$ cat src/stp_pkg.sv
// Shared types, constants and rate tables for the stepper axis step controller.
package stp_pkg;

	// Default width of the position counter and the limits.
	localparam int POS_WIDTH_DEFAULT = 16;

	// Divider operand widths: the prescaled clock needs 25 bits and a divisor
	// of up to 65536 needs 17.
	localparam int KW = 25;
	localparam int DW = 17;

	// Rate table size and the index width that covers it.
	localparam int RATE_STEPS = 20;
	localparam int IDX_W      = 5;

	// Reset values of the go-to rate and the timing it selects.
	localparam logic [15:0] MOVE_SPEED_RESET = 16'd1000;
	localparam logic [15:0] TOP_RESET        = 16'd19999;
	localparam logic [15:0] MID_RESET        = 16'd10000;
	localparam logic [6:0]  PRESCALE_RESET   = 7'd1;

	// Command codes.
	localparam logic [3:0] ACT_TICK       = 4'd0;
	localparam logic [3:0] ACT_GO_TO      = 4'd1;
	localparam logic [3:0] ACT_JOG        = 4'd2;
	localparam logic [3:0] ACT_STOP       = 4'd3;
	localparam logic [3:0] ACT_ZERO       = 4'd4;
	localparam logic [3:0] ACT_SET_UPPER  = 4'd5;
	localparam logic [3:0] ACT_SET_LOWER  = 4'd6;
	localparam logic [3:0] ACT_UPPER_HERE = 4'd7;
	localparam logic [3:0] ACT_LOWER_HERE = 4'd8;

	// Go-to answer codes.
	localparam logic [1:0] ST_OK           = 2'd0;
	localparam logic [1:0] ST_BEYOND_LOWER = 2'd1;
	localparam logic [1:0] ST_BEYOND_UPPER = 2'd2;

	// One command item.
	typedef struct packed {
		logic [3:0]         action;
		logic signed [15:0] value;
		logic               stop_request;
	} cmd_item_t;

	// One result item.
	typedef struct packed {
		logic               step_out;
		logic               direction_out;
		logic               drive_enabled;
		logic               soft_estop;
		logic signed [15:0] position_out;
		logic [1:0]         status;
		logic [15:0]        actual_speed;
	} rsp_item_t;

	// Commands from the controller to the datapath.
	typedef struct packed {
		logic apply;
		logic hold;
		logic div_start;
		logic div_second;
		logic take_top;
		logic take_speed;
		logic commit;
	} dp_cmd_t;

	// Status from the datapath to the controller.
	typedef struct packed {
		logic need_div;
		logic div_done;
	} dp_status_t;

	// Highest step rate that still selects the next slower prescale.
	function automatic logic [15:0] rate_floor(input logic [IDX_W-1:0] j);
		case (j)
			5'd0:    return 16'd305;
			5'd1:    return 16'd152;
			5'd2:    return 16'd101;
			5'd3:    return 16'd76;
			5'd4:    return 16'd61;
			5'd5:    return 16'd50;
			5'd6:    return 16'd43;
			5'd7:    return 16'd38;
			5'd8:    return 16'd30;
			5'd9:    return 16'd25;
			5'd10:   return 16'd21;
			5'd11:   return 16'd19;
			5'd12:   return 16'd15;
			5'd13:   return 16'd12;
			5'd14:   return 16'd10;
			5'd15:   return 16'd9;
			5'd16:   return 16'd7;
			5'd17:   return 16'd6;
			5'd18:   return 16'd5;
			default: return 16'd0;
		endcase
	endfunction

	// Prescaled clock rate in Hz for each prescale step.
	function automatic logic [KW-1:0] clock_k(input logic [IDX_W-1:0] idx);
		case (idx)
			5'd0:    return 25'd20000000;
			5'd1:    return 25'd10000000;
			5'd2:    return 25'd6666666;
			5'd3:    return 25'd5000000;
			5'd4:    return 25'd4000000;
			5'd5:    return 25'd3333333;
			5'd6:    return 25'd2857143;
			5'd7:    return 25'd2500000;
			5'd8:    return 25'd2000000;
			5'd9:    return 25'd1666667;
			5'd10:   return 25'd1428571;
			5'd11:   return 25'd1250000;
			5'd12:   return 25'd1000000;
			5'd13:   return 25'd833333;
			5'd14:   return 25'd714286;
			5'd15:   return 25'd625000;
			5'd16:   return 25'd500000;
			5'd17:   return 25'd416667;
			5'd18:   return 25'd357143;
			default: return 25'd312500;
		endcase
	endfunction

	// Clock prescale for each prescale step.
	function automatic logic [6:0] div_of(input logic [IDX_W-1:0] idx);
		case (idx)
			5'd0:    return 7'd1;
			5'd1:    return 7'd2;
			5'd2:    return 7'd3;
			5'd3:    return 7'd4;
			5'd4:    return 7'd5;
			5'd5:    return 7'd6;
			5'd6:    return 7'd7;
			5'd7:    return 7'd8;
			5'd8:    return 7'd10;
			5'd9:    return 7'd12;
			5'd10:   return 7'd14;
			5'd11:   return 7'd16;
			5'd12:   return 7'd20;
			5'd13:   return 7'd24;
			5'd14:   return 7'd28;
			5'd15:   return 7'd32;
			5'd16:   return 7'd40;
			5'd17:   return 7'd48;
			5'd18:   return 7'd56;
			default: return 7'd64;
		endcase
	endfunction

	// The floors fall monotonically, so the last floor at or above the rate
	// gives the prescale step.
	function automatic logic [IDX_W-1:0] rate_index(input logic [15:0] f);
		logic [IDX_W-1:0] idx;
		idx = '0;
		for (int j = 0; j < RATE_STEPS - 1; j++) begin
			if (f <= rate_floor(IDX_W'(j))) idx = IDX_W'(j + 1);
		end
		return idx;
	endfunction

endpackage

$ cat src/stp_div.sv
// Restoring divider that resolves one quotient bit per cycle.
module stp_div
	import stp_pkg::*;
(
	input  logic          clk,
	input  logic          arst_n,
	input  logic          start,
	input  logic [KW-1:0] dividend,
	input  logic [DW-1:0] divisor,
	output logic          done,
	output logic [KW-1:0] quotient
);

	localparam int CW = $clog2(KW + 1);

	logic [KW-1:0] quo_q;
	logic [DW-1:0] rem_q;
	logic [DW-1:0] dsr_q;
	logic [CW-1:0] cnt_q;
	logic          done_q;
	logic [DW:0]   shifted;
	logic [DW:0]   trial;
	logic          fits;

	// One trial subtraction of the shifted remainder.
	assign shifted = {rem_q, quo_q[KW-1]};
	assign trial   = shifted - {1'b0, dsr_q};
	assign fits    = (shifted >= {1'b0, dsr_q});

	// Iteration counter and completion pulse.
	always_ff @(posedge clk or negedge arst_n) begin
		if (!arst_n) begin
			cnt_q  <= '0;
			done_q <= 1'b0;
		end else if (start) begin
			cnt_q  <= CW'(KW);
			done_q <= 1'b0;
		end else if (cnt_q != '0) begin
			cnt_q  <= cnt_q - CW'(1);
			done_q <= (cnt_q == CW'(1));
		end else begin
			done_q <= 1'b0;
		end
	end

	// Quotient and remainder shift registers.
	always_ff @(posedge clk) begin
		if (start) begin
			quo_q <= dividend;
			rem_q <= '0;
			dsr_q <= divisor;
		end else if (cnt_q != '0) begin
			quo_q <= {quo_q[KW-2:0], fits};
			rem_q <= fits ? trial[DW-1:0] : shifted[DW-1:0];
		end
	end

	assign done     = done_q;
	assign quotient = quo_q;

endmodule

$ cat src/stp_dp.sv
// Axis datapath: position, limits, step timer, timing setup and result forming.
module stp_dp
	import stp_pkg::*;
#(
	parameter int POSITION_WIDTH = POS_WIDTH_DEFAULT
) (
	input  logic       clk,
	input  logic       arst_n,
	input  dp_cmd_t    cmd,
	output dp_status_t status,
	input  logic       cfg_wen,
	input  logic [15:0] cfg_wdata,
	input  cmd_item_t  item,
	output rsp_item_t  result
);

	localparam int P = POSITION_WIDTH;
	localparam logic signed [P-1:0] POS_MAX = {1'b0, {(P - 1){1'b1}}};
	localparam logic signed [P-1:0] POS_MIN = {1'b1, {(P - 1){1'b0}}};

	// Axis state.
	logic [15:0]         move_speed_q;
	logic signed [P-1:0] pos_q, lower_q, upper_q, tgt_q;
	logic                down_q, run_q, estop_q, step_q;
	logic [6:0]          presc_q, pscnt_q;
	logic [15:0]         top_q, mid_q, pcnt_q, speed_q;

	// Move being set up while the divider works.
	logic                pend_down_q;
	logic signed [P-1:0] pend_tgt_q;
	logic [15:0]         pend_f_q;
	logic [IDX_W-1:0]    pend_idx_q;
	logic [15:0]         pend_top_q;
	logic [15:0]         pend_speed_q;

	// Next state.
	logic signed [P-1:0] n_pos, n_lower, n_upper, n_tgt;
	logic                n_down, n_run, n_estop, n_step;
	logic [6:0]          n_presc, n_pscnt;
	logic [15:0]         n_top, n_mid, n_pcnt, n_speed;
	logic [1:0]          n_status;

	logic signed [P-1:0] v;
	logic [15:0]         jog_f;
	logic                in_range;
	logic                pend_down_d;
	logic signed [P-1:0] pend_tgt_d;
	logic [15:0]         pend_f_d;
	logic [6:0]          ps_inc;
	logic [15:0]         pcnt_inc;
	logic signed [P-1:0] pos_step;
	logic                beyond;
	logic                arrived;
	logic                there;
	logic                div_done;
	logic [KW-1:0]       quotient;
	logic [KW-1:0]       quo_m1;
	logic [DW-1:0]       divisor;
	logic [16:0]         top_p1;

	// Command value decode.
	assign v        = P'(item.value);
	assign jog_f    = item.value[15] ? 16'(-item.value) : 16'(item.value);
	assign in_range = (v < lower_q) && (upper_q < v);

	assign status.need_div = ((item.action == ACT_GO_TO) && in_range) ||
	                         ((item.action == ACT_JOG) && (item.value != '0));
	assign status.div_done = div_done;

	// Direction, target and rate of a move that needs the divider.
	always_comb begin
		if (item.action == ACT_GO_TO) begin
			pend_down_d = (pos_q < v);
			pend_tgt_d  = v;
			pend_f_d    = move_speed_q;
		end else begin
			pend_down_d = !item.value[15];
			pend_tgt_d  = item.value[15] ? upper_q : lower_q;
			pend_f_d    = jog_f;
		end
	end

	// Timer and step arithmetic.
	assign ps_inc   = pscnt_q + 7'd1;
	assign pcnt_inc = (pcnt_q >= top_q) ? 16'd0 : pcnt_q + 16'd1;
	assign pos_step = down_q ? pos_q + P'(1) : pos_q - P'(1);
	assign beyond   = (lower_q < pos_q) || (pos_q < upper_q);
	assign arrived  = down_q ? !(pos_step < tgt_q) : !(tgt_q < pos_step);
	assign there    = pend_down_q ? !(pos_q < pend_tgt_q) : !(pend_tgt_q < pos_q);

	// Divider: first the period, then the achieved rate.
	assign top_p1  = {1'b0, pend_top_q} + 17'd1;
	assign divisor = cmd.div_second ? top_p1 : {1'b0, pend_f_q};
	assign quo_m1  = quotient - KW'(1);

	stp_div u_div (
		.clk      (clk),
		.arst_n   (arst_n),
		.start    (cmd.div_start),
		.dividend (clock_k(pend_idx_q)),
		.divisor  (divisor),
		.done     (div_done),
		.quotient (quotient)
	);

	// Next axis state for the item at hand or for a finished move setup.
	always_comb begin
		n_pos    = pos_q;
		n_lower  = lower_q;
		n_upper  = upper_q;
		n_tgt    = tgt_q;
		n_down   = down_q;
		n_run    = run_q;
		n_estop  = estop_q;
		n_step   = step_q;
		n_presc  = presc_q;
		n_pscnt  = pscnt_q;
		n_top    = top_q;
		n_mid    = mid_q;
		n_pcnt   = pcnt_q;
		n_speed  = speed_q;
		n_status = ST_OK;
		if (cmd.commit) begin
			n_down  = pend_down_q;
			n_tgt   = pend_tgt_q;
			n_pscnt = '0;
			n_pcnt  = '0;
			n_step  = 1'b0;
			n_presc = div_of(pend_idx_q);
			n_top   = pend_top_q;
			n_mid   = top_p1[16:1];
			n_run   = !there;
			n_speed = there ? 16'd0 : pend_speed_q;
		end else begin
			case (item.action)
				ACT_TICK: begin
					if (run_q) begin
						if (ps_inc < presc_q) begin
							n_pscnt = ps_inc;
						end else begin
							n_pscnt = '0;
							n_pcnt  = pcnt_inc;
							// Mid-period: limit check, stop request, then the step.
							if (pcnt_inc == mid_q) begin
								if (beyond) begin
									n_estop = 1'b1;
									n_run   = 1'b0;
									n_speed = '0;
								end else if (item.stop_request) begin
									n_run   = 1'b0;
									n_speed = '0;
								end else begin
									n_step = 1'b1;
									n_pos  = pos_step;
									if (arrived) begin
										n_run   = 1'b0;
										n_speed = '0;
									end
								end
							end
							// Period end drops the step line.
							if (n_run && (pcnt_inc == top_q)) n_step = 1'b0;
						end
					end
				end
				ACT_GO_TO: begin
					if (!in_range) n_status = (v < lower_q) ? ST_BEYOND_UPPER : ST_BEYOND_LOWER;
				end
				ACT_JOG: begin
					if (item.value == '0) begin
						n_run   = 1'b0;
						n_speed = '0;
					end
				end
				ACT_STOP: begin
					n_run   = 1'b0;
					n_speed = '0;
				end
				ACT_ZERO:       n_pos   = '0;
				ACT_SET_UPPER:  n_upper = v;
				ACT_SET_LOWER:  n_lower = v;
				ACT_UPPER_HERE: n_upper = pos_q;
				ACT_LOWER_HERE: n_lower = pos_q;
				default: ;
			endcase
		end
	end

	// Result item from the updated state.
	assign result.step_out      = n_step;
	assign result.direction_out = n_down;
	assign result.drive_enabled = n_run;
	assign result.soft_estop    = n_estop;
	assign result.position_out  = 16'(n_pos);
	assign result.status        = n_status;
	assign result.actual_speed  = n_speed;

	// Axis state registers.
	always_ff @(posedge clk or negedge arst_n) begin
		if (!arst_n) begin
			move_speed_q <= MOVE_SPEED_RESET;
			pos_q        <= '0;
			lower_q      <= POS_MAX;
			upper_q      <= POS_MIN;
			tgt_q        <= '0;
			down_q       <= 1'b0;
			run_q        <= 1'b0;
			estop_q      <= 1'b0;
			step_q       <= 1'b0;
			presc_q      <= PRESCALE_RESET;
			pscnt_q      <= '0;
			top_q        <= TOP_RESET;
			mid_q        <= MID_RESET;
			pcnt_q       <= '0;
			speed_q      <= '0;
		end else begin
			if (cfg_wen) move_speed_q <= cfg_wdata;
			if (cmd.apply || cmd.commit) begin
				pos_q   <= n_pos;
				lower_q <= n_lower;
				upper_q <= n_upper;
				tgt_q   <= n_tgt;
				down_q  <= n_down;
				run_q   <= n_run;
				estop_q <= n_estop;
				step_q  <= n_step;
				presc_q <= n_presc;
				pscnt_q <= n_pscnt;
				top_q   <= n_top;
				mid_q   <= n_mid;
				pcnt_q  <= n_pcnt;
				speed_q <= n_speed;
			end
		end
	end

	// Move setup registers, with the period and rate saturated to 16 bits.
	always_ff @(posedge clk) begin
		if (cmd.hold) begin
			pend_down_q <= pend_down_d;
			pend_tgt_q  <= pend_tgt_d;
			pend_f_q    <= pend_f_d;
			pend_idx_q  <= rate_index(pend_f_d);
		end
		if (cmd.take_top) begin
			pend_top_q <= (quo_m1 > KW'(16'hFFFF)) ? 16'hFFFF : quo_m1[15:0];
		end
		if (cmd.take_speed) begin
			pend_speed_q <= (quotient > KW'(16'hFFFF)) ? 16'hFFFF : quotient[15:0];
		end
	end

endmodule

$ cat src/stp_ctrl.sv
// Controller: command acceptance and sequencing of the move setup divisions.
module stp_ctrl
	import stp_pkg::*;
(
	input  logic       clk,
	input  logic       arst_n,
	input  logic       cmd_valid,
	input  logic       q_full,
	input  dp_status_t status,
	output dp_cmd_t    cmd,
	output logic       cmd_stall
);

	typedef enum logic [2:0] {
		S_IDLE,
		S_LOAD_TOP,
		S_WAIT_TOP,
		S_LOAD_SPD,
		S_WAIT_SPD,
		S_COMMIT
	} state_t;

	state_t state_q;
	logic   accept;

	// A command transfers only when idle and the result queue has room.
	assign cmd_stall = (state_q != S_IDLE) || q_full;
	assign accept    = cmd_valid && !cmd_stall;

	// Datapath commands.
	always_comb begin
		cmd            = '0;
		cmd.apply      = accept && !status.need_div;
		cmd.hold       = accept && status.need_div;
		cmd.div_start  = (state_q == S_LOAD_TOP) || (state_q == S_LOAD_SPD);
		cmd.div_second = (state_q == S_LOAD_SPD);
		cmd.take_top   = (state_q == S_WAIT_TOP) && status.div_done;
		cmd.take_speed = (state_q == S_WAIT_SPD) && status.div_done;
		cmd.commit     = (state_q == S_COMMIT) && !q_full;
	end

	// State register.
	always_ff @(posedge clk or negedge arst_n) begin
		if (!arst_n) begin
			state_q <= S_IDLE;
		end else begin
			case (state_q)
				S_IDLE: begin
					if (accept && status.need_div) state_q <= S_LOAD_TOP;
				end
				S_LOAD_TOP: begin
					state_q <= S_WAIT_TOP;
				end
				S_WAIT_TOP: begin
					if (status.div_done) state_q <= S_LOAD_SPD;
				end
				S_LOAD_SPD: begin
					state_q <= S_WAIT_SPD;
				end
				S_WAIT_SPD: begin
					if (status.div_done) state_q <= S_COMMIT;
				end
				S_COMMIT: begin
					if (!q_full) state_q <= S_IDLE;
				end
				default: begin
					state_q <= S_IDLE;
				end
			endcase
		end
	end

endmodule

$ cat src/stp_outq.sv
// Two-entry result queue between the datapath and the result channel.
module stp_outq
	import stp_pkg::*;
(
	input  logic      clk,
	input  logic      arst_n,
	input  logic      push,
	input  rsp_item_t push_data,
	output logic      full,
	output logic      rsp_valid,
	input  logic      rsp_stall,
	output rsp_item_t rsp_data
);

	rsp_item_t  ent_q [2];
	logic       rd_q;
	logic       wr_q;
	logic [1:0] cnt_q;
	logic       pop;

	assign rsp_valid = (cnt_q != 2'd0);
	assign full      = (cnt_q == 2'd2);
	assign pop       = rsp_valid && !rsp_stall;
	assign rsp_data  = ent_q[rd_q];

	// Pointers and fill count.
	always_ff @(posedge clk or negedge arst_n) begin
		if (!arst_n) begin
			rd_q  <= 1'b0;
			wr_q  <= 1'b0;
			cnt_q <= 2'd0;
		end else begin
			if (push) wr_q <= !wr_q;
			if (pop) rd_q <= !rd_q;
			case ({push, pop})
				2'b10:   cnt_q <= cnt_q + 2'd1;
				2'b01:   cnt_q <= cnt_q - 2'd1;
				default: cnt_q <= cnt_q;
			endcase
		end
	end

	// Entry storage.
	always_ff @(posedge clk) begin
		if (push) ent_q[wr_q] <= push_data;
	end

endmodule

$ cat src/stepper_axis_step_controller.sv
// Top level of the single-axis stepper step controller.
//
// Commands transfer on the cmd channel (cmd_valid, cmd_stall, cmd_data) and
// each one yields exactly one result item on the rsp channel (rsp_valid,
// rsp_stall, rsp_data), in order. A tick command advances the step timer by
// one base clock; the others change the target, limits or position at once.
// Ticks and all other commands except accepted go-to and nonzero jog need no
// division: the result is valid the cycle after the transfer and a new command
// is taken every cycle while the result queue has room. A move start computes
// its period and achieved rate on one shared restoring divider, twice in turn,
// and cmd_stall stays high meanwhile.
// Results pass through a two-entry queue, so a command still transfers while
// one result waits; once the queue holds two, cmd_stall rises until the
// receiver takes one. Nothing is lost or repeated under stalls.
// move_speed is written through cfg_wen/cfg_wdata and applies to the next
// go-to. Reset clears the position and the motion, opens the limits fully,
// sets move_speed to 1000 and empties the result queue.
module stepper_axis_step_controller
	import stp_pkg::*;
#(
	parameter int POSITION_WIDTH = POS_WIDTH_DEFAULT
) (
	input  logic        clk,
	input  logic        arst_n,
	input  logic        cfg_wen,
	input  logic [15:0] cfg_wdata,
	input  logic        cmd_valid,
	output logic        cmd_stall,
	input  cmd_item_t   cmd_data,
	output logic        rsp_valid,
	input  logic        rsp_stall,
	output rsp_item_t   rsp_data
);

	dp_cmd_t    dp_cmd;
	dp_status_t dp_status;
	rsp_item_t  result;
	logic       q_full;
	logic       push;

	// Every applied command or finished move setup produces one result.
	assign push = dp_cmd.apply || dp_cmd.commit;

	stp_ctrl u_ctrl (
		.clk       (clk),
		.arst_n    (arst_n),
		.cmd_valid (cmd_valid),
		.q_full    (q_full),
		.status    (dp_status),
		.cmd       (dp_cmd),
		.cmd_stall (cmd_stall)
	);

	stp_dp #(
		.POSITION_WIDTH (POSITION_WIDTH)
	) u_dp (
		.clk       (clk),
		.arst_n    (arst_n),
		.cmd       (dp_cmd),
		.status    (dp_status),
		.cfg_wen   (cfg_wen),
		.cfg_wdata (cfg_wdata),
		.item      (cmd_data),
		.result    (result)
	);

	stp_outq u_outq (
		.clk       (clk),
		.arst_n    (arst_n),
		.push      (push),
		.push_data (result),
		.full      (q_full),
		.rsp_valid (rsp_valid),
		.rsp_stall (rsp_stall),
		.rsp_data  (rsp_data)
	);

	// The queue is never written while it is full.
	a_no_overflow: assert property (@(posedge clk) disable iff (!arst_n)
		push |-> !q_full)
		else $error("result queue written while full");

	// A running axis always reports a nonzero achieved rate, a halted one zero.
	a_speed_matches_run: assert property (@(posedge clk) disable iff (!arst_n)
		rsp_valid |-> (rsp_data.drive_enabled == (rsp_data.actual_speed != 16'd0)))
		else $error("achieved rate disagrees with drive enable");

	// Once a transferred result shows the e-stop, later results keep it.
	a_estop_sticky: assert property (@(posedge clk) disable iff (!arst_n)
		(rsp_valid && !rsp_stall && rsp_data.soft_estop) |=>
		(!rsp_valid || rsp_data.soft_estop))
		else $error("soft e-stop cleared without reset");

endmodule

$ cat config.mk
export PLATFORM = sky130hd
export DESIGN_NAME = stepper_axis_step_controller
export DESIGN_NICKNAME = d
export VERILOG_FILES = /design/src/stp_pkg.sv /design/src/stp_div.sv /design/src/stp_dp.sv /design/src/stp_ctrl.sv /design/src/stp_outq.sv /design/src/stepper_axis_step_controller.sv
export SDC_FILE = /design/constraint.sdc
export NUM_CORES = 1
export LEC_CHECK = 0
export BUFFER_PORTS_ARGS = -buffer_cell sky130_fd_sc_hd__clkbuf_2
export CAP_MARGIN = 20
export CORE_UTILIZATION = 55
export CTS_BUF_LIST = sky130_fd_sc_hd__clkbuf_16
export CTS_CLUSTER_SIZE = 25
export DETAILED_ROUTE_END_ITERATION = 7
export GPL_TIMING_DRIVEN = 0
export PLACE_DENSITY = 0.72
export SLEW_MARGIN = 20
export SYNTH_ARGS = -nofsm -noshare
export SYNTH_HDL_FRONTEND = slang
export SYNTH_SLANG_ARGS = --single-unit
export TNS_END_PERCENT = 30
$ cat constraint.sdc
create_clock -name clk -period 13.7 [get_ports clk]
set_input_delay 1.37 -clock clk [delete_from_list [all_inputs] [get_ports clk]]
set_output_delay 1.37 -clock clk [all_outputs]
set_load 0.02 [all_outputs]
# Yosys cells after proc, flatten, opt, wreduce, memory -nomap -nowiden
# Memory sizes are Yosys's and may differ from the RTL's. A register that Yosys moved wholly into a read port is not among the register bits.
# Index checks and enable logic that the tools add are counted.
[totals]
elab_cells = 275
n_memories = 3
mem_bits_ro = 1024
reg_bits = 297
inputBits = 42
out_inout_bits = 40
mem_bits_rw = 76
[mem_list]
columns = ["name", "words", "word_bits", "rd", "rd_ports_with_merged_regs", "wr", "line", "source"]
rows = [
  ["(name not given)", 32, 25, 1, 0, 0, "stp_pkg.sv:101", "case (idx)"],
  ["(name not given)", 32, 7, 1, 1, 0, "stp_pkg.sv:127", "case (idx)"],
  ["u_outq.ent_q", 2, 38, 1, 0, 1, "stp_outq.sv:15", "rsp_item_t ent_q [2];"],
]
[op_classes]
mux = 121
n_lt_le_gt_ge = 33
eq_ne = 24
bitwise_logic = 1
reduce_logical = 50
add_sub_neg = 11
[op_table]
columns = ["operator", "count"]
rows = [
  ["2-to-1 mux 16 bit", 45],
  ["<= comparator 16 bit", 19],
  ["< comparator 16 bit", 9],
  ["one-hot mux 16 bit (2 select lines)", 3],
  ["> comparator 25 x 16 -> 1 bit (second input constant)", 2],
  ["2-to-1 mux 25 bit", 2],
  ["one-hot mux 16 bit (3 select lines)", 1],
  ["2-to-1 mux 1 bit", 36],
  ["equality test 16 bit", 2],
  ["2-to-1 mux 4 bit", 8],
  ["2-to-1 mux 7 bit", 4],
  ["subtractor 25 x 1 -> 25 bit (second input constant)", 1],
  ["2-to-1 mux 3 bit", 8],
  ["greater-or-equal comparator 18 x 17 -> 1 bit", 1],
  ["one-hot mux 3 bit (6 select lines)", 1],
  ["adder 16 x 1 -> 17 bit (second input constant)", 1],
  ["2-to-1 mux 17 bit", 1],
  ["subtractor 17 bit", 1],
  ["adder 16 x 1 -> 16 bit (second input constant)", 1],
  ["adder 16 x 2 -> 16 bit (second input constant)", 1],
  ["equality test 4 x 3 -> 1 bit (second input constant)", 4],
  ["greater-or-equal comparator 16 bit", 1],
  ["logical NOT 16 bit", 1],
  ["2-to-1 mux 2 bit", 8],
  ["36 further kinds", 79],
]

# Depth between registers and ports, before layout
[depth]
depth_word = 25
depth_mapped = 24

# By module
# Synthesis repeated with hierarchy kept, for this count alone.
[hier_totals]
hier_cells = 2505
area_unflattened_um2 = 24080.6
[by_module_without_submodules]
columns = ["module", "n_inst", "seq_area_each_um2", "cells_each", "area_per_inst_um2"]
rows = [
  ["stp_dp", 1, 6202.2, 2030, 17301.6],
  ["stp_div", 1, 1751.7, 311, 3528.4],
  ["stp_outq", 1, 2382.3, 135, 2989.1],
  ["stp_ctrl", 1, 75.1, 28, 255.2],
  ["stepper_axis_step_controller", 1, 0.0, 1, 6.3],
]

# Least setup slack after synthesis
# Ideal clock, no wire load.
[synth_timing]
path_type = "input to register"
from = "input cmd_data[2] (netlist bit)"
to = "memory u_outq.ent_q[1][0] (netlist bit) (enable)"
arrival_ns = 5.151
n_path_buf = 1
path_stages = 10
path_slack_ns = 8.110
required_ns = 13.261
cell_sequence = "inv_1 -> ha_1 -> or4b_2 -> or2_1 -> nor3_1 -> nor4bb_1 -> a311oi_1 -> buf_2 -> nor2_1 -> nor2b_1"
[synth_via]
elab_chain_cells = 9
word_cells_on_any_way = 12
cone_classes = "order compare: 2; mux: 2; reduce/logical: 8"
[synth_lines]
columns = ["item", "line", "source"]
rows = [
  ["start, declared", "stepper_axis_step_controller.sv:29", "input cmd_item_t cmd_data,"],
  ["< comparator 16 bit", "stp_dp.sv:64", "assign in_range = (v < lower_q) && (upper_q < v);"],
  ["logical AND 1 bit", "stp_dp.sv:64", ""],
  ["logical AND 1 bit", "stp_dp.sv:66", "assign status.need_div = ((item.action == ACT_GO_TO) && in_range) ||"],
  ["logical OR 1 bit *", "stp_dp.sv:66", ""],
  ["logical NOT 1 bit *", "stp_ctrl.sv:33", "cmd.apply = accept && !status.need_div;"],
  ["logical AND 1 bit *", "stp_ctrl.sv:33", ""],
  ["logical OR 1 bit *", "stepper_axis_step_controller.sv:42", "assign push = dp_cmd.apply || dp_cmd.commit;"],
  ["2-to-1 mux 1 bit *", "stp_outq.sv:45", "if (push) ent_q[wr_q] <= push_data;"],
  ["2-to-1 mux 1 bit (implied by the code) *", "stp_outq.sv:45", ""],
  ["end, declared", "stp_outq.sv:15", ""],
]
# Every way passes the cells marked *; elsewhere a longest branch is shown, timed or not.

==> results_dict.tcl <==
set metrics [dict create \
    fin_crit_sh 0.499 \
    postSynthCellCount 2614 \
    clk_latency_ps 590 \
    maxCapViolCount 0 \
    fill_cells 3719 \
    viasPerCell 6.19 \
    holdPathEnd "u_dp.u_div.rem_q[16]$_SDFFE_PN0P_" \
    seq_area_frac_synth 0.428 \
    dr.max_layer_used "met5" \
    synth_edf_count 188 \
    ff2ff_setup_slack_ps 6870 \
    setup_slack_ps 6870 \
    wl_met3_um 4140 \
    whs_ps 459 \
    path_clk_slew_ps 60 \
    drt_wl_total_um 70700 \
    setup_viol 0 \
    grt_pass1_vias 20659 \
    power.internal_uw 2980 \
    grt_overflow 0 \
    portBuffers 78 \
    slew_violations 0 \
    critPathBufInv 3 \
    max_stage_delay_ps 720 \
    worst_clock_skew_ps 27.4 \
    synth-seq-cells 380 \
    vias 20835 \
    synthesis.area_um2 24300 \
    clkPwrFrac 0.252 \
    antenna_found_initial 2 \
    max_slew_margin 0.237 \
    io_pins 82 \
    yosysUniqueCellTypes 93 \
    crit_type "reg2reg" \
    pwr-share-seq 0.360 \
    r2r-start "u_dp.down_q$_DFFE_PN0N_" \
    root_buffer "clkbuf_16" \
    ys_warn_count 0 \
    dp_slack_ps 7120 \
    crit_chain "inv_1, fa_1, a21o_1, a21oi_1, o21bai_1, a31o_2, a41o_1, o41a_1, a21oi_1, o21bai_1, xnor2_1, inv_1, ha_1, nand4_1, nor2_1, o21ai_0, a31oi_1, o22ai_1, a211oi_1, a21oi_1, o2111ai_2, nor2_2, buf_2, o311ai_0" \
    crit_slowest_cell "o311ai_0" \
    dieArea_um2 45000 \
    worstHoldStart "u_dp.u_div.rem_q[16]$_SDFFE_PN0P_" \
    post-route-cell-area_um2 27100 \
    max-vdd-ir-drop_v 0.000116 \
    clock_path_buffers 3 \
    grt_pass1_wl_um 111000 \
    place.gp.congestion 0.935 \
    fp-row-count 76 \
    h-tree-depth 2 \
    path_delay_family "compound AO/OA/AOI/OAI gates" \
    syn_to_final_growth_pct 11.6 \
    fin_crit_ps 6830 \
    totalPowerFinal_uw 4860 \
    cts_buffers 44 \
    worstMarginPinSlew_ps 1130 \
    drt-met1-wl_um 28600 \
    multi_input_area_um2 12600 \
    grt_start_max_net_pins 84 \
    timing.rr.end "u_outq.ent_q[0][14]$_DFFE_PP_" \
    rsz0062_at_grt "false" \
    tns_ps 0 \
    synth_top_flop_cell "edfxtp_1" \
    whs_path_depth 2 \
    netSwitchingFraction 0.387 \
    min_path_type "reg2reg" \
    crit_path_end_kind "flip-flop" \
    syn_area_per_cell_um2 9.30 \
    synth_fp_nets 2834 \
    cp-start-kind "flip-flop" \
    core-area_um2 43400 \
    power.share.combinational 0.388 \
    regArea_um2 10400 \
    fin_nets 2964 \
    crit_top_cell "a21oi_1" \
    route.met2.wl_um 34700 \
    drcViolationCount 0 \
    worstPathRequired_ps 13960 \
    rr_worst_depth 24 \
    critPathMaxFanout 17 \
    p_leak_uw 0.0111 \
    dr.pass1.iters 5 \
    cts_tree "built" \
    initial_core_util 0.560 \
    fmax_mhz 146 \
    clock-sinks 380 \
    final_layout_size_suffix_gt1_frac 0.115 \
    track_usage 0.319 \
    async_flop_share 0.461 \
    dpl.hpwl_um 53800 \
    finalHoldViolations 0 \
    dieHeight_um 212 \
    p_per_area_nw_per_um2 179 \
    wl_per_cell_um 21.0 \
    worstPathArrival_ps 7090 \
    ant_nets 0 \
    cts_resized 0 \
    placed_cell_area_um2 25600 \
    status "finished, final reports clean" \
    die_width_um 212 \
    cts_hold_buf 0 \
    postCtsSetupRepairBufs 0 \
    p_switching_uw 1880 \
    drtIter0Drc 1997 \
]
sequential cells by signal, summed over array words and instances, names as in the netlist, 5 cells and up:
name and cells:
u_outq.ent_q 76, u_dp.mid_q 16, u_dp.pos_q 16, u_dp.pscnt_q 7
u_dp.tgt_q 16, u_dp.u_div.dsr_q 17, u_dp.u_div.rem_q 17, u_dp.presc_q 7
u_dp.pend_speed_q 16, u_dp.pcnt_q 16, u_dp.upper_q 16, u_dp.move_speed_q 16
u_dp.pend_top_q 16, u_dp.pend_idx_q 5, u_dp.pend_f_q 16, u_dp.pend_tgt_q 16
u_dp.lower_q 16, u_dp.top_q 16, u_dp.u_div.cnt_q 5, u_dp.speed_q 16
u_dp.u_div.quotient 25
layer usage:
metal  GRT usage  vias to the layer above
met2       0.547                      765
li1            -                     9702
met5           0                        -
met4       0.152                        2
met3      0.0415                      203
met1       0.398                    10163
worst max path at each step:
stage                                  startpoint                             to  slack [ps]  cells past startpoint
after global placement                cmd_data[2]  u_outq.ent_q[1][21]$_DFFE_PP_        6300                     11
after floorplan                       cmd_data[2]   u_outq.ent_q[1][0]$_DFFE_PP_        8110                     10
after detailed placement  u_dp.down_q$_DFFE_PN0N_  u_outq.ent_q[0][14]$_DFFE_PP_        7120                     24
after global routing      u_dp.down_q$_DFFE_PN0N_  u_outq.ent_q[0][14]$_DFFE_PP_        6530                     24
final                     u_dp.down_q$_DFFE_PN0N_  u_outq.ent_q[0][14]$_DFFE_PP_        6870                     24
after CTS                 u_dp.down_q$_DFFE_PN0N_  u_outq.ent_q[0][14]$_DFFE_PP_        7010                     24
placed cells by master (no fill, tap or decap), drive strengths merged, types with 28 or more instances in the layout:
cell,count
dfrtp,138
nand2b,35
dfstp,37
o21ai,211
o31ai,47
mux2i,30
xnor2,62
a21oi,138
nor4,30
nand2,314
buf,39
nor3,64
nor2,208
xor2,41
mux2,56
nand3,69
a211oi,29
ha,176
edfxtp,188
inv,207
clkbuf,229
a21o,28
worst min-delay path, stage by stage, from the launching register on:
cell,delay [ps]
dfxtp_1,310
nand2_1,50
a21oi_1,50
power by group through the flow:
stage | logic [uW] | clock network, uW | registers [uW]
floorplan | 1380 | 0 | 1670
global placement | 1770 | 0 | 1750
detailed placement | 1860 | 0 | 1760
CTS | 1870 | 1240 | 1740
global route | 2100 | 1280 | 1770
finish | 1890 | 1230 | 1750
Yosys cell counts, drive strengths merged, types with 7 or more instances:
library cell | n | area [um^2]
a2111oi | 8 | 76.3
a211o | 17 | 149
a211oi | 29 | 223
a21o | 28 | 210
a21oi | 138 | 691
a22oi | 13 | 97.6
a31oi | 24 | 150
a32o | 8 | 80.1
and3 | 16 | 105
buf | 33 | 161
clkbuf | 104 | 390
dfrtp | 138 | 3450
dfstp | 37 | 972
dfxtp | 17 | 340
edfxtp | 188 | 5650
ha | 176 | 2200
inv | 198 | 743
mux2 | 56 | 631
mux2i | 30 | 300
nand2 | 314 | 1180
nand2b | 35 | 219
nand3 | 69 | 350
nand4 | 20 | 125
nor2 | 208 | 783
nor2b | 22 | 138
nor3 | 64 | 359
nor3b | 15 | 113
nor4 | 30 | 288
o2111ai | 9 | 85.1
o211ai | 11 | 82.6
o21a | 24 | 180
o21ai | 211 | 1060
o21bai | 10 | 75.1
o22ai | 15 | 93.8
o311ai | 18 | 158
o31ai | 47 | 353
o41ai | 8 | 70.1
or2 | 14 | 87.6
or3 | 17 | 111
or4 | 7 | 52.6
xnor2 | 62 | 551
xor2 | 41 | 374
layout make-up:
cell class / instances / share of cell area
clock inverters: 35 / 0.0120
multi-input cells: 1898 / 0.466
clock buffers: 47 / 0.0434
flip-flops and latches: 380 / 0.384
repair buffers: 84 / 0.0201
well taps: 585 / 0.0270
plain buffers: 137 / 0.0204
diodes: 1 / 0.0000923
inverters: 199 / 0.0275
metrics by stage:
stage                     utilization  std cells
after floorplan                     -       2614
after global placement          0.586       3277
after detailed placement        0.591       3283
after CTS                       0.625       3365
after global routing            0.626       3366
final                           0.626       3366
cells by family (layout without fill, tap and decap cells):
logic type / after synthesis / count (layout) / share of synthesized area
flip-flops: 380 / 380 / 0.428
AND/OR/NAND/NOR: 855 / 855 / 0.169
AO/OA/AOI/OAI: 675 / 675 / 0.179
buffers and inverters: 336 / 502 / 0.0534
adder cells (fa/ha/maj): 178 / 178 / 0.0923
multiplexers: 86 / 86 / 0.0383
XOR/XNOR: 104 / 104 / 0.0390
other: 0 / 1 / 0
(Power assumes the default switching activity.)
